[src/hw/rtl/tfst_pkg.sv]
`default_nettype none
// ----------------------------------------------------------------------------
// Telemetry frame transmitter package
// Shared sizes, opcodes, frame slot map, reset image of the frame table and
// the write-request type passed from the sensor converter to the frame memory.
// ----------------------------------------------------------------------------
package tfst_pkg;

   localparam int FRAME_COUNT = 8;
   localparam int FRAME_BYTES = 7;
   localparam int TABLE_SIZE  = FRAME_COUNT * FRAME_BYTES;

   localparam int ADDR_W = ($clog2(TABLE_SIZE) > 2) ? $clog2(TABLE_SIZE) : 2;
   localparam int ROW_W  = ADDR_W - 1;
   localparam int ROWS   = (TABLE_SIZE + 1) / 2;
   localparam int FIDX_W = (FRAME_COUNT > 1) ? $clog2(FRAME_COUNT) : 1;
   localparam int BIDX_W = $clog2(FRAME_BYTES + 1);

   localparam logic [7:0] HEADER_BASE = 8'h11;
   localparam logic [7:0] DEFAULT_B1  = 8'hAF;
   localparam logic [7:0] DEFAULT_B3  = 8'h2D;
   localparam logic [7:0] TEMP_OFFSET = 8'd40;
   localparam logic [15:0] VOLT_OFFSET = 16'd2;

   // Current: (value + 114.875) * 1.441. The offset is 919/8 exactly and the
   // gain is 1.441 in Q13, so the product is shifted down by 3 + 13 bits.
   localparam int CUR_OFFSET_X8 = 919;
   localparam int CUR_GAIN_Q13  = 11805;

   // Divide by 10 as a multiply by ceil(2^19 / 10); exact for 16-bit values.
   localparam int RPM_RECIP = 52429;
   localparam int RPM_SHIFT = 19;

   typedef enum logic [3:0] {
      OP_ADDR_READ = 4'd0,
      OP_BYTE_ACK  = 4'd1,
      OP_DONE      = 4'd2,
      OP_VOLTAGE   = 4'd3,
      OP_CURRENT   = 4'd4,
      OP_FUEL      = 4'd5,
      OP_ALTITUDE  = 4'd6,
      OP_SPEED     = 4'd7,
      OP_RPM       = 4'd8,
      OP_TEMP      = 4'd9
   } opcode_type;

   // Slot map as (frame, byte).
   localparam int VOLT_F = 7, VOLT_B = 1;
   localparam int CUR_F  = 7, CUR_B  = 3;
   localparam int FUEL_F = 4, FUEL_B = 1;
   localparam int ALT_F  = 3, ALT_B  = 3;
   localparam int SPD_F  = 3, SPD_B  = 1;
   localparam int RPM0_F = 4, RPM0_B = 2;
   localparam int RPM1_F = 4, RPM1_B = 4;
   localparam int TMP0_F = 3, TMP0_B = 5;
   localparam int TMP1_F = 2, TMP1_B = 5;
   localparam int TMP2_F = 6, TMP2_B = 4;
   localparam int TMP3_F = 6, TMP3_B = 5;

   typedef logic [TABLE_SIZE-1:0][7:0] table_type;

   typedef struct packed {
      logic              lo_en;
      logic [ADDR_W-1:0] lo_addr;
      logic [7:0]        lo_data;
      logic              hi_en;
      logic [ADDR_W-1:0] hi_addr;
      logic [7:0]        hi_data;
   } wr_req_type;

   function automatic logic slot_ok(input int f, input int b);
      return (f < FRAME_COUNT) && (b < FRAME_BYTES);
   endfunction

   function automatic logic [ADDR_W-1:0] slot_addr(input int f, input int b);
      return ADDR_W'(f * FRAME_BYTES + b);
   endfunction

   function automatic wr_req_type put_slot(input int f, input int b, input logic [7:0] data);
      wr_req_type r;
      r         = '0;
      r.lo_en   = slot_ok(f, b);
      r.lo_addr = slot_addr(f, b);
      r.lo_data = data;
      return r;
   endfunction

   function automatic wr_req_type put_pair(input int f, input int b, input logic [15:0] data);
      wr_req_type r;
      r         = put_slot(f, b, data[7:0]);
      r.hi_en   = slot_ok(f, b + 1);
      r.hi_addr = slot_addr(f, b + 1);
      r.hi_data = data[15:8];
      return r;
   endfunction

   function automatic table_type build_init();
      table_type t;
      t = '0;
      for (int f = 0; f < FRAME_COUNT; f++) begin
         t[f * FRAME_BYTES]                   = HEADER_BASE + 8'(f);
         t[f * FRAME_BYTES + FRAME_BYTES - 1] = HEADER_BASE + 8'(f);
      end
      if (slot_ok(0, 1)) begin
         t[1] = DEFAULT_B1;
      end
      if (slot_ok(0, 3)) begin
         t[3] = DEFAULT_B3;
      end
      return t;
   endfunction

   localparam table_type INIT_TABLE = build_init();

endpackage
`default_nettype wire

[src/hw/rtl/telemetry_frame_slave_transmitter_unit.sv]
`default_nettype none
// ----------------------------------------------------------------------------
// Telemetry frame slave transmitter
// Serves eight seven-byte telemetry frames byte by byte to a bus master and
// packs converted sensor values into their frame slots.
// ----------------------------------------------------------------------------
// Usage:
//   A transfer enters on the request channel (req_opcode, req_value,
//   req_channel) at a clock edge where start is high and busy is low. busy is
//   low at all times outside reset, so a new transfer may enter every cycle.
//   Every request gives exactly one response: rsp_strobe is high for one
//   cycle with rsp_tx_byte, rsp_more_follows and rsp_byte_valid. Byte reads
//   return the current frame byte; all other opcodes return all zeros.
//   An accepted transfer passes the input register, then the table read and
//   sensor conversion, whose outcome lands in the response and memory
//   registers that drive the strobe cycle. Throughput is one transfer per
//   cycle; the single read port and the two-bank write port of the frame
//   table each serve one event a cycle. The receiver cannot hold responses
//   off, so nothing ever backs up.
//   Reset clears the frame and byte indices, the response flags and all table
//   valid bits, so every table byte reads its reset-image value (header,
//   default or zero) until written. No clearing pass is needed.
// ----------------------------------------------------------------------------
module telemetry_frame_slave_transmitter_unit (
   input  wire logic        clock,
   input  wire logic        reset,
   input  wire logic        start,
   output      logic        busy,
   input  wire logic [3:0]  req_opcode,
   input  wire logic [15:0] req_value,
   input  wire logic [1:0]  req_channel,
   output      logic        rsp_strobe,
   output      logic [7:0]  rsp_tx_byte,
   output      logic        rsp_more_follows,
   output      logic        rsp_byte_valid
);
   import tfst_pkg::*;

   // Input register.
   logic        req_valid_ff;
   logic [3:0]  req_opcode_ff;
   logic [15:0] req_value_ff;
   logic [1:0]  req_channel_ff;

   // Frame pointer state.
   logic [FIDX_W-1:0] frame_idx_ff, frame_idx_in;
   logic [BIDX_W-1:0] byte_idx_ff, byte_idx_in;

   // Response register.
   logic rsp_strobe_ff;
   logic rsp_valid_ff, rsp_valid_in;
   logic rsp_more_ff, rsp_more_in;

   logic              is_read, is_ack, is_done;
   logic [BIDX_W-1:0] eff_byte;
   logic              hit;
   logic [ADDR_W-1:0] rd_addr;
   logic [7:0]        rd_data;
   wr_req_type        wr;

   // Busy only while reset is applied.
   assign busy = reset;

   always_ff @(posedge clock) begin
      if (reset) begin
         req_valid_ff <= 1'b0;
      end else begin
         req_valid_ff <= start;
      end
      req_opcode_ff  <= req_opcode;
      req_value_ff   <= req_value;
      req_channel_ff <= req_channel;
   end

   // An addressed read restarts the frame at byte zero and sends it at once;
   // an acknowledged byte sends the byte under the pointer if any is left.
   always_comb begin
      is_read  = req_valid_ff && (opcode_type'(req_opcode_ff) == OP_ADDR_READ);
      is_ack   = req_valid_ff && (opcode_type'(req_opcode_ff) == OP_BYTE_ACK);
      is_done  = req_valid_ff && (opcode_type'(req_opcode_ff) == OP_DONE);
      eff_byte = is_read ? '0 : byte_idx_ff;
      hit      = (is_read || is_ack) && (eff_byte < BIDX_W'(FRAME_BYTES));
      rd_addr  = ADDR_W'(int'(frame_idx_ff) * FRAME_BYTES + int'(eff_byte));

      byte_idx_in  = hit ? (eff_byte + 1'b1) : byte_idx_ff;
      rsp_valid_in = hit;
      rsp_more_in  = hit && (({1'b0, eff_byte} + 1'b1) < (BIDX_W + 1)'(FRAME_BYTES));

      frame_idx_in = frame_idx_ff;
      if (is_done) begin
         frame_idx_in = (frame_idx_ff == FIDX_W'(FRAME_COUNT - 1)) ? '0
                                                                   : frame_idx_ff + 1'b1;
      end
   end

   always_ff @(posedge clock) begin
      if (reset) begin
         frame_idx_ff  <= '0;
         byte_idx_ff   <= '0;
         rsp_strobe_ff <= 1'b0;
         rsp_valid_ff  <= 1'b0;
         rsp_more_ff   <= 1'b0;
      end else begin
         frame_idx_ff  <= frame_idx_in;
         byte_idx_ff   <= byte_idx_in;
         rsp_strobe_ff <= req_valid_ff;
         rsp_valid_ff  <= rsp_valid_in;
         rsp_more_ff   <= rsp_more_in;
      end
   end

   tfst_convert u_convert (
      .req_valid (req_valid_ff),
      .opcode    (req_opcode_ff),
      .value     (req_value_ff),
      .channel   (req_channel_ff),
      .wr        (wr)
   );

   tfst_frame_mem u_frame_mem (
      .clock   (clock),
      .reset   (reset),
      .wr      (wr),
      .rd_addr (rd_addr),
      .rd_data (rd_data)
   );

   // The table read lands together with the response flags; non-read and
   // past-the-end transfers send a zero byte.
   assign rsp_strobe       = rsp_strobe_ff;
   assign rsp_tx_byte      = rsp_valid_ff ? rd_data : 8'h00;
   assign rsp_more_follows = rsp_more_ff;
   assign rsp_byte_valid   = rsp_valid_ff;

`ifndef SYNTHESIS
   // Every accepted transfer gives a response strobe after the input and response registers.
   a_rsp_follows_req: assert property (@(posedge clock) disable iff (reset)
      (start && !busy) |=> ##1 rsp_strobe)
      else $error("response strobe missing after accepted request");

   // The byte pointer never runs past the end of a frame.
   a_byte_idx_range: assert property (@(posedge clock) disable iff (reset)
      byte_idx_ff <= BIDX_W'(FRAME_BYTES))
      else $error("byte index beyond frame end");

   // The frame pointer stays inside the table.
   a_frame_idx_range: assert property (@(posedge clock) disable iff (reset)
      int'(frame_idx_ff) < FRAME_COUNT)
      else $error("frame index beyond frame count");

   // More-follows is only ever raised on a real byte.
   a_more_needs_valid: assert property (@(posedge clock) disable iff (reset)
      rsp_more_follows |-> (rsp_byte_valid && rsp_strobe))
      else $error("more_follows without a valid byte");
`endif

endmodule
`default_nettype wire

[src/hw/rtl/tfst_convert.sv]
`default_nettype none
// ----------------------------------------------------------------------------
// Sensor value converter
// Turns one sensor write event into at most two byte writes to the frame table.
// ----------------------------------------------------------------------------
module tfst_convert (
   input  wire logic                 req_valid,
   input  wire logic [3:0]           opcode,
   input  wire logic [15:0]          value,
   input  wire logic [1:0]           channel,
   output      tfst_pkg::wr_req_type wr
);
   import tfst_pkg::*;

   logic [19:0] cur_sum;
   logic [33:0] cur_prod;
   logic [17:0] cur_q;
   logic [15:0] cur_sat;
   logic [31:0] rpm_prod;
   logic [15:0] rpm_q;
   logic [15:0] volt;
   logic [7:0]  temp;

   always_comb begin
      cur_sum  = 20'({value, 3'b000}) + 20'(CUR_OFFSET_X8);
      cur_prod = 34'(cur_sum) * 34'(CUR_GAIN_Q13);
      cur_q    = cur_prod[33:16];
      // Saturate at the top of the 16-bit slot.
      cur_sat  = (|cur_q[17:16]) ? 16'hFFFF : cur_q[15:0];
      rpm_prod = 32'(value) * 32'(RPM_RECIP);
      rpm_q    = 16'(rpm_prod[31:RPM_SHIFT]);
      volt     = value - VOLT_OFFSET;
      temp     = value[7:0] + TEMP_OFFSET;
   end

   always_comb begin
      wr = '0;
      if (req_valid) begin
         unique case (opcode_type'(opcode))
            OP_VOLTAGE:  wr = put_pair(VOLT_F, VOLT_B, volt);
            OP_CURRENT:  wr = put_pair(CUR_F, CUR_B, cur_sat);
            OP_FUEL:     wr = put_slot(FUEL_F, FUEL_B, value[7:0]);
            OP_ALTITUDE: wr = put_pair(ALT_F, ALT_B, value);
            OP_SPEED:    wr = put_pair(SPD_F, SPD_B, value);
            OP_RPM: begin
               if (channel == 2'd0) begin
                  wr = put_pair(RPM0_F, RPM0_B, rpm_q);
               end else if (channel == 2'd1) begin
                  wr = put_pair(RPM1_F, RPM1_B, rpm_q);
               end
            end
            OP_TEMP: begin
               unique case (channel)
                  2'd0:    wr = put_slot(TMP0_F, TMP0_B, temp);
                  2'd1:    wr = put_slot(TMP1_F, TMP1_B, temp);
                  2'd2:    wr = put_slot(TMP2_F, TMP2_B, temp);
                  default: wr = put_slot(TMP3_F, TMP3_B, temp);
               endcase
            end
            default: wr = '0;
         endcase
      end
   end

endmodule
`default_nettype wire

[src/hw/rtl/tfst_frame_mem.sv]
`default_nettype none
// ----------------------------------------------------------------------------
// Frame table memory
// Two banks split by the lowest address bit, so both bytes of a 16-bit pair
// are written in the same cycle. Per-entry valid bits stand in for the reset
// image until an entry is first written. Read data is registered.
// ----------------------------------------------------------------------------
module tfst_frame_mem (
   input  wire logic                        clock,
   input  wire logic                        reset,
   input  wire tfst_pkg::wr_req_type        wr,
   input  wire logic [tfst_pkg::ADDR_W-1:0] rd_addr,
   output      logic [7:0]                  rd_data
);
   import tfst_pkg::*;

   logic [7:0]      bank0_mem [ROWS];
   logic [7:0]      bank1_mem [ROWS];
   logic [ROWS-1:0] bank0_vld_ff;
   logic [ROWS-1:0] bank1_vld_ff;

   logic             we0, we1;
   logic [ROW_W-1:0] wrow0, wrow1;
   logic [7:0]       wdata0, wdata1;

   logic [7:0] rd0_ff, rd1_ff, init_ff;
   logic       vld0_ff, vld1_ff, bank_sel_ff;

   // The two bytes of a pair sit at consecutive addresses, so they never
   // land in the same bank.
   always_comb begin
      we0 = 1'b0; wrow0 = wr.lo_addr[ADDR_W-1:1]; wdata0 = wr.lo_data;
      we1 = 1'b0; wrow1 = wr.lo_addr[ADDR_W-1:1]; wdata1 = wr.lo_data;
      priority if (wr.lo_en && !wr.lo_addr[0]) begin
         we0 = 1'b1;
      end else if (wr.hi_en && !wr.hi_addr[0]) begin
         we0 = 1'b1; wrow0 = wr.hi_addr[ADDR_W-1:1]; wdata0 = wr.hi_data;
      end else begin
         we0 = 1'b0;
      end
      priority if (wr.lo_en && wr.lo_addr[0]) begin
         we1 = 1'b1;
      end else if (wr.hi_en && wr.hi_addr[0]) begin
         we1 = 1'b1; wrow1 = wr.hi_addr[ADDR_W-1:1]; wdata1 = wr.hi_data;
      end else begin
         we1 = 1'b0;
      end
   end

   always_ff @(posedge clock) begin
      if (we0) begin
         bank0_mem[wrow0] <= wdata0;
      end
      if (we1) begin
         bank1_mem[wrow1] <= wdata1;
      end
      rd0_ff      <= bank0_mem[rd_addr[ADDR_W-1:1]];
      rd1_ff      <= bank1_mem[rd_addr[ADDR_W-1:1]];
      vld0_ff     <= bank0_vld_ff[rd_addr[ADDR_W-1:1]];
      vld1_ff     <= bank1_vld_ff[rd_addr[ADDR_W-1:1]];
      init_ff     <= INIT_TABLE[rd_addr];
      bank_sel_ff <= rd_addr[0];
   end

   always_ff @(posedge clock) begin
      if (reset) begin
         bank0_vld_ff <= '0;
         bank1_vld_ff <= '0;
      end else begin
         if (we0) begin
            bank0_vld_ff[wrow0] <= 1'b1;
         end
         if (we1) begin
            bank1_vld_ff[wrow1] <= 1'b1;
         end
      end
   end

   always_comb begin
      if (bank_sel_ff) begin
         rd_data = vld1_ff ? rd1_ff : init_ff;
      end else begin
         rd_data = vld0_ff ? rd0_ff : init_ff;
      end
   end

endmodule
`default_nettype wire
[config.mk]
export PLATFORM = sky130hd
export DESIGN_NAME = telemetry_frame_slave_transmitter_unit
export DESIGN_NICKNAME = d
export VERILOG_FILES = /design/src/hw/rtl/tfst_pkg.sv /design/src/hw/rtl/telemetry_frame_slave_transmitter_unit.sv /design/src/hw/rtl/tfst_convert.sv /design/src/hw/rtl/tfst_frame_mem.sv
export SDC_FILE = /design/constraint.sdc
export NUM_CORES = 1
export LEC_CHECK = 0
export ABC_AREA = 1
export ABC_CLOCK_PERIOD_IN_PS = 9700
export BUFFER_PORTS_ARGS = -buffer_cell sky130_fd_sc_hd__buf_4
export CAP_MARGIN = 5
export CORE_ASPECT_RATIO = 0.75
export CORE_MARGIN = 1.5
export CORE_UTILIZATION = 55
export DETAILED_ROUTE_END_ITERATION = 10
export GPL_ROUTABILITY_DRIVEN = 0
export PLACE_DENSITY = 0.77
export SYNTH_ARGS = -nofsm -noshare
export SYNTH_HDL_FRONTEND = slang
export SYNTH_SLANG_ARGS = --single-unit
export TNS_END_PERCENT = 50
[constraint.sdc]
create_clock -name clock -period 9.7 [get_ports clock]
set_input_delay 1.94 -clock clock [delete_from_list [all_inputs] [get_ports clock]]
set_output_delay 1.94 -clock clock [all_outputs]
set_load 0.02 [all_outputs]
==> results of run 1 <==
critical path: cells and delay by family (launching register included):
kind                     cells  cell delay (ns)
adder cells (fa/ha/maj)      8             3.36
AND/OR/NAND/NOR             13             1.87
buffers and inverters        4             0.46
AO/OA/AOI/OAI                2             1.11
XOR/XNOR                     1             0.42
flip-flops                   1             0.63
kinds of logic (layout without fill, tap and decap cells):
| kind of cell | after synthesis | count (layout) | synth area share |
|---|---|---|---|
| adder cells (fa/ha/maj) | 458 | 458 | 0.205 |
| AO/OA/AOI/OAI | 637 | 637 | 0.114 |
| flip-flops | 562 | 562 | 0.468 |
| other | 1 | 312 | 0.000112 |
| AND/OR/NAND/NOR | 976 | 976 | 0.124 |
| buffers and inverters | 660 | 699 | 0.0755 |
| XOR/XNOR | 46 | 46 | 0.0128 |
per-layer routing:
| metal | vias up | routed length, um | global-route usage |
|---|---|---|---|
| met5 | - | 26 | 0 |
| met4 | 4 | 2050 | 0.0782 |
| met3 | 135 | 9410 | 0.0717 |
| met2 | 1137 | 37300 | 0.425 |
| met1 | 12102 | 36700 | 0.397 |
| li1 | 11637 | - | - |
placed cells by master (no fill, tap or decap), drive strengths merged:
cell and instances:
clkinvlp 2, a31oi 11, ha 302, nand4 16, a21o 8, o31ai 2, o311ai 2, clkbuf 76
xnor2 15, o221ai 7, a21oi 134, o2111ai 6, nor3 21, a211oi 4, conb 312, or2 2
o22ai 2, buf 54, bufinv 2, nand3 160, edfxtp 448, nor2 287, dfxtp 114, o21ai 313
nor4 4, fa 156, inv 544, a21boi 2, nand2 471, o21a 1, o21bai 14, nand3b 12
a32oi 13, clkinv 21, and2 3, a22oi 17, a221oi 98, o211ai 3, xor2 31
worst max-delay path by stage:
stage	end	slack (ns)	cells after the start
after floorplan	u_frame_mem.bank0_mem[0][1]	2.48	30
after global placement	u_frame_mem.bank0_mem[1][4]	1.74	30
after detailed placement	u_frame_mem.bank0_mem[2][4]	1.65	28
after CTS	u_frame_mem.bank0_mem[2][4]	1.59	31
after global routing	u_frame_mem.bank0_mem[17][6]	0.77	30
final	u_frame_mem.bank0_mem[2][4]	1.41	28
layout make-up:
cell class / instances / area, sq um / share of cell area
Clock buffer: 76 / 1510 / 0.0404
Clock inverter: 23 / 179 / 0.00477
Inverter: 546 / 2050 / 0.0547
Multi-Input combinational cell: 2429 / 16600 / 0.442
Sequential cell: 562 / 15700 / 0.420
Tap cell: 800 / 1000 / 0.0267
Timing Repair Buffer: 54 / 430 / 0.0115
power by group:
group          internal (mW)  total, mW  switching, mW
Clock                   1.14       2.03          0.890
Sequential              2.88       2.95         0.0700
Combinational           2.38       7.18           4.80
flip-flops by register name (all words and copies together), names as in the netlist:
name and count:
u_frame_mem.rd0_ff 8, frame_idx_ff 3, req_opcode_ff 4, req_valid_ff 1
u_frame_mem.init_ff 7, u_frame_mem.bank0_mem 224, u_frame_mem.vld0_ff 1, req_value_ff 16
u_frame_mem.vld1_ff 1, u_frame_mem.bank1_vld_ff 28, rsp_more_follows 1, u_frame_mem.bank_sel_ff 1
u_frame_mem.rd1_ff 8, req_channel_ff 2, rsp_byte_valid 1, u_frame_mem.bank0_vld_ff 28
byte_idx_ff 3, rsp_strobe 1, u_frame_mem.bank1_mem 224
through the flow:
stage | area (sq um) | worst slack, ns | util | std cells
detailed placement | 35800 | 1.65 | 0.593 | 4391
global route | 37500 | 0.767 | 0.621 | 4490
global placement | 35800 | 1.74 | 0.593 | 4391
CTS | 37500 | 1.59 | 0.621 | 4490
finish | 37500 | 1.41 | 0.621 | 4490
floorplan | 34800 | 2.48 | - | 3651
==> flow_metrics.env, run 1 <==
export IMPL_crit_path_max_incr_delay_ns=1.00
export IMPL_crit_fanout=28
export IMPL_syn_cell_area_sq_um=33600
export IMPL_drtIter0Drc=2762
export IMPL_cts_tree="yes"
export IMPL_hold_viol_final=0
export IMPL_grt_pass1_vias=24624
export IMPL_antenna_left=0
export IMPL_cts_sinks=562
export IMPL_end_kind="flop"
export IMPL_maxSlewHeadroom=0.141
export IMPL_syn2layout_area_growth_pct=11.6
export IMPL_power_leakage_nw=16.8
export IMPL_yosys_warnings=0
export IMPL_synthArstFlopShare=0
export IMPL_clockRootBuffer="clkbuf_16"
export IMPL_r2r_end="u_frame_mem.bank0_mem[2][4]"
export IMPL_yosysTopAreaCellShare=0.400
export IMPL_die_height_um=217
export IMPL_rr_worst_depth=28
export IMPL_firstDrtPassIters=6
export IMPL_synth_seq_cells=562
export IMPL_power_mw=12.2
export IMPL_start_kind="flop"
export IMPL_ir_drop_mv=0.448
export IMPL_io_buffer_count=36
export IMPL_fin_crit_ns=8.29
export IMPL_synth_edf_count=448
export IMPL_cts_buffers=53
export IMPL_synth_area_top_cells="edfxtp_1 40%, ha_1 11%, fa_1 9.3%, dfxtp_1 6.8%, inv_1 5.9%"
export IMPL_crit_path_frequent_cell="nand2_1"
export IMPL_crit_slowest_cell="a21oi_2"
export IMPL_synth_seq_area_share=0.468
export IMPL_gr_total_overflow=0
export IMPL_drv_cap=0
export IMPL_worstPathRequired_ns=9.91
export IMPL_synth_top_area_cell="edfxtp_1"
export IMPL_setup_viol=0
export IMPL_avgSynthCellArea_sq_um=10.1
export IMPL_ys_types=60
export IMPL_yosysMostFrequentCell="inv_1"
export IMPL_cp_startpoint="req_value_ff[3]"
export IMPL_ctsHoldBuffers=0
export IMPL_avgRoutedWirePerCell_um=19.0
export IMPL_drcViolationCount=0
export IMPL_antenna_found_initial=2
export IMPL_cts_resized=0
export IMPL_fin_nets=4129
export IMPL_cts_setup_buffers=0
export IMPL_grt_max_degree=116
export IMPL_antennaDiodeCount=0
export IMPL_hold_class="flop to flop"
export IMPL_totalWireLength_um=85500
export IMPL_ios=37
export IMPL_ys_top_cells_by_count="528 x inv_1, 464 x nand2_1, 448 x edfxtp_1"
export IMPL_min_path_cells=2
export IMPL_rsz0062_at_grt="false"
export IMPL_r2r_start="req_value_ff[3]"
export IMPL_arrival_ns=8.49
export IMPL_criticalPathCategory="flop to flop"
export IMPL_finalMaxSlewViolations=0
export IMPL_vias=25015
export IMPL_fin_skew_ns=0.0321
export IMPL_die_area_sq_um=62600
export IMPL_fin_tns_setup_ns=0
export IMPL_r2r_slack_ns=1.41
export IMPL_whs_endpoint="u_frame_mem.bank1_vld_ff[5]"
export IMPL_start_util=0.556
export IMPL_dp_hpwl_um=60400
export IMPL_viasPerCell=5.57
export IMPL_netlist_instances=3340
export IMPL_post_route_period_util=0.854
export IMPL_drive_above_1_share=0.0539
export IMPL_fp_dieW_um=288
export IMPL_power_density_nw_per_um2=324
export IMPL_synthFlopType="edfxtp_1"
export IMPL_status="finished clean"
export IMPL_clk_pin_slew_ns=0.06
export IMPL_clk_latency_ns=0.62
export IMPL_grt_pass1_wl_um=134000
export IMPL_cts_path_max_buffers=3
export IMPL_fill_cells=4877
export IMPL_timing_fmax_mhz=121
export IMPL_hold_slack_ns=0.421
export IMPL_htree_num_levels=2
export IMPL_grt_usage=0.279
export IMPL_row_count=78
export IMPL_tightest_slew_ns=1.29
export IMPL_core_area_sq_um=60400
export IMPL_min_from="u_frame_mem.bank1_vld_ff[5]"
Note: power is estimated with default switching activity, not from simulation.
==> inputs of run 2 (changes only) <==
- MAX_ROUTING_LAYER: not set -> met4
==> flow_metrics.env, run 2 (synthesis results as in run 1) <==
export IMPL_fin_nets=4129
export IMPL_clk_pin_slew_ns=0.06
export IMPL_grt_usage=0.288
export IMPL_r2r_end="u_frame_mem.bank0_mem[2][4]"
export IMPL_ios=37
export IMPL_avgRoutedWirePerCell_um=19.0
export IMPL_viasPerCell=5.57
export IMPL_reg_top3="u_frame_mem.bank0_mem x224, u_frame_mem.bank1_mem x224"
export IMPL_regArea_sq_um=15700
export IMPL_power_leakage_nw=16.8
export IMPL_fin_crit_ns=8.25
export IMPL_fp_dieW_um=288
export IMPL_io_buffer_count=36
export IMPL_grt_max_degree=116
export IMPL_antenna_found_initial=1
export IMPL_start_kind="flop"
export IMPL_gr_total_overflow=0
export IMPL_crit_slowest_cell="a21oi_2"
export IMPL_antenna_left=0
export IMPL_cts_sinks=562
export IMPL_htree_num_levels=2
export IMPL_hold_viol_final=0
export IMPL_final_cell_mix="528 x inv_1, 463 x nand2_1, 448 x edfxtp_1"
export IMPL_drv_cap=0
export IMPL_rsz0062_at_grt="false"
export IMPL_grt_pass1_wl_um=135000
export IMPL_min_path_cells=2
export IMPL_maxSlewHeadroom=0.152
export IMPL_criticalPathCategory="flop to flop"
export IMPL_clk_latency_ns=0.62
export IMPL_min_from="u_frame_mem.bank1_vld_ff[1]"
export IMPL_row_count=78
export IMPL_drtIter0Drc=3013
export IMPL_cts_setup_buffers=0
export IMPL_end_kind="flop"
export IMPL_cts_tree="yes"
export IMPL_stdcell_area_sq_um=37500
export IMPL_timing_fmax_mhz=121
export IMPL_worstPathRequired_ns=9.92
export IMPL_cts_buffers=53
export IMPL_post_route_period_util=0.850
export IMPL_totalWireLength_um=85400
export IMPL_firstDrtPassIters=6
export IMPL_syn2layout_area_growth_pct=11.6
export IMPL_die_area_sq_um=62600
export IMPL_multiInputGateArea_sq_um=16600
export IMPL_vias=25009
export IMPL_start_util=0.556
export IMPL_crit_path_frequent_cell="nand2_1"
export IMPL_clockRootBuffer="clkbuf_16"
export IMPL_layout_commonest_cell="inv_1"
export IMPL_cp_startpoint="req_value_ff[3]"
export IMPL_arrival_ns=8.46
export IMPL_cts_resized=0
export IMPL_status="finished clean"
export IMPL_place_area_sq_um=35800
export IMPL_hold_class="flop to flop"
export IMPL_ir_drop_mv=0.442
export IMPL_r2r_start="req_value_ff[3]"
export IMPL_fin_tns_setup_ns=0
export IMPL_crit_fanout=28
export IMPL_rr_worst_depth=28
export IMPL_whs_endpoint="u_frame_mem.bank1_vld_ff[1]"
export IMPL_die_height_um=217
export IMPL_drcViolationCount=0
export IMPL_fill_cells=4877
export IMPL_r2r_slack_ns=1.45
export IMPL_dp_hpwl_um=60400
export IMPL_core_area_sq_um=60400
export IMPL_crit_path_max_incr_delay_ns=0.99
export IMPL_tightest_slew_ns=1.27
export IMPL_setup_viol=0
export IMPL_ctsHoldBuffers=0
export IMPL_power_density_nw_per_um2=323
export IMPL_grt_pass1_vias=24623
export IMPL_cts_path_max_buffers=3
export IMPL_drive_above_1_share=0.0539
export IMPL_finalMaxSlewViolations=0
export IMPL_fin_skew_ns=0.0326
## run 2: cell types whose count changed in the layout (fill, tap and decap cells not counted), sizes merged
cell / delta
diode: +1
## run 2: how the worst max path moves through the flow
stage | endpoint | slack, ns | cells past startpoint
final | u_frame_mem.bank0_mem[2][4] | 1.45 | 28
after global routing | u_frame_mem.bank0_mem[17][6] | 0.77 | 30
after CTS | u_frame_mem.bank0_mem[2][4] | 1.59 | 31
after detailed placement | u_frame_mem.bank0_mem[2][4] | 1.65 | 28
after global placement | u_frame_mem.bank0_mem[1][4] | 1.74 | 30
after floorplan | u_frame_mem.bank0_mem[0][1] | 2.48 | 30
## run 2: final cells by class
cell class / instances / share of cell area
Tap cell: 800 / 0.0267
Timing Repair Buffer: 54 / 0.0115
Clock buffer: 76 / 0.0404
Multi-Input combinational cell: 2429 / 0.442
Clock inverter: 23 / 0.00477
Inverter: 546 / 0.0547
Antenna cell: 1 / 0.0000667
Sequential cell: 562 / 0.420
## run 2: report_power, final
group	internal (mW)	total (mW)	switching [mW]
Combinational	2.38	7.14	4.77
Sequential	2.88	2.95	0.0703
Clock	1.14	2.03	0.891
Total	6.39	12.1	5.73
## run 2: per-stage QoR
step / total power, mW / util / hold WS (ns) / cells / setup slack [ns]
floorplan: 7.91 / - / 0.400 / 3651 / 2.48
global placement: 9.82 / 0.593 / 0.407 / 4391 / 1.74
detailed placement: 9.89 / 0.593 / 0.410 / 4391 / 1.65
CTS: 12.0 / 0.621 / 0.420 / 4490 / 1.59
global route: 13.1 / 0.621 / 0.441 / 4491 / 0.767
finish: 12.1 / 0.621 / 0.419 / 4491 / 1.45
## run 2: worst max-delay path: cells and delay by family, from the launching register on
kind | cells | cell delay (ns)
fa+ha+maj | 8 | 3.38
xor+xnor | 1 | 0.42
simple gates | 13 | 1.84
compound gates | 2 | 1.10
buf+inv | 4 | 0.46
flops | 1 | 0.63
## run 2: per-layer routing
layer / global-route usage / part of all wire / vias to the layer above
li1: - / - / 11643
met1: 0.406 / 0.44 / 12101
met2: 0.429 / 0.44 / 1132
met3: 0.0567 / 0.10 / 133
met5: - / 0 / -
met4: 0.0703 / 0.022 / 0
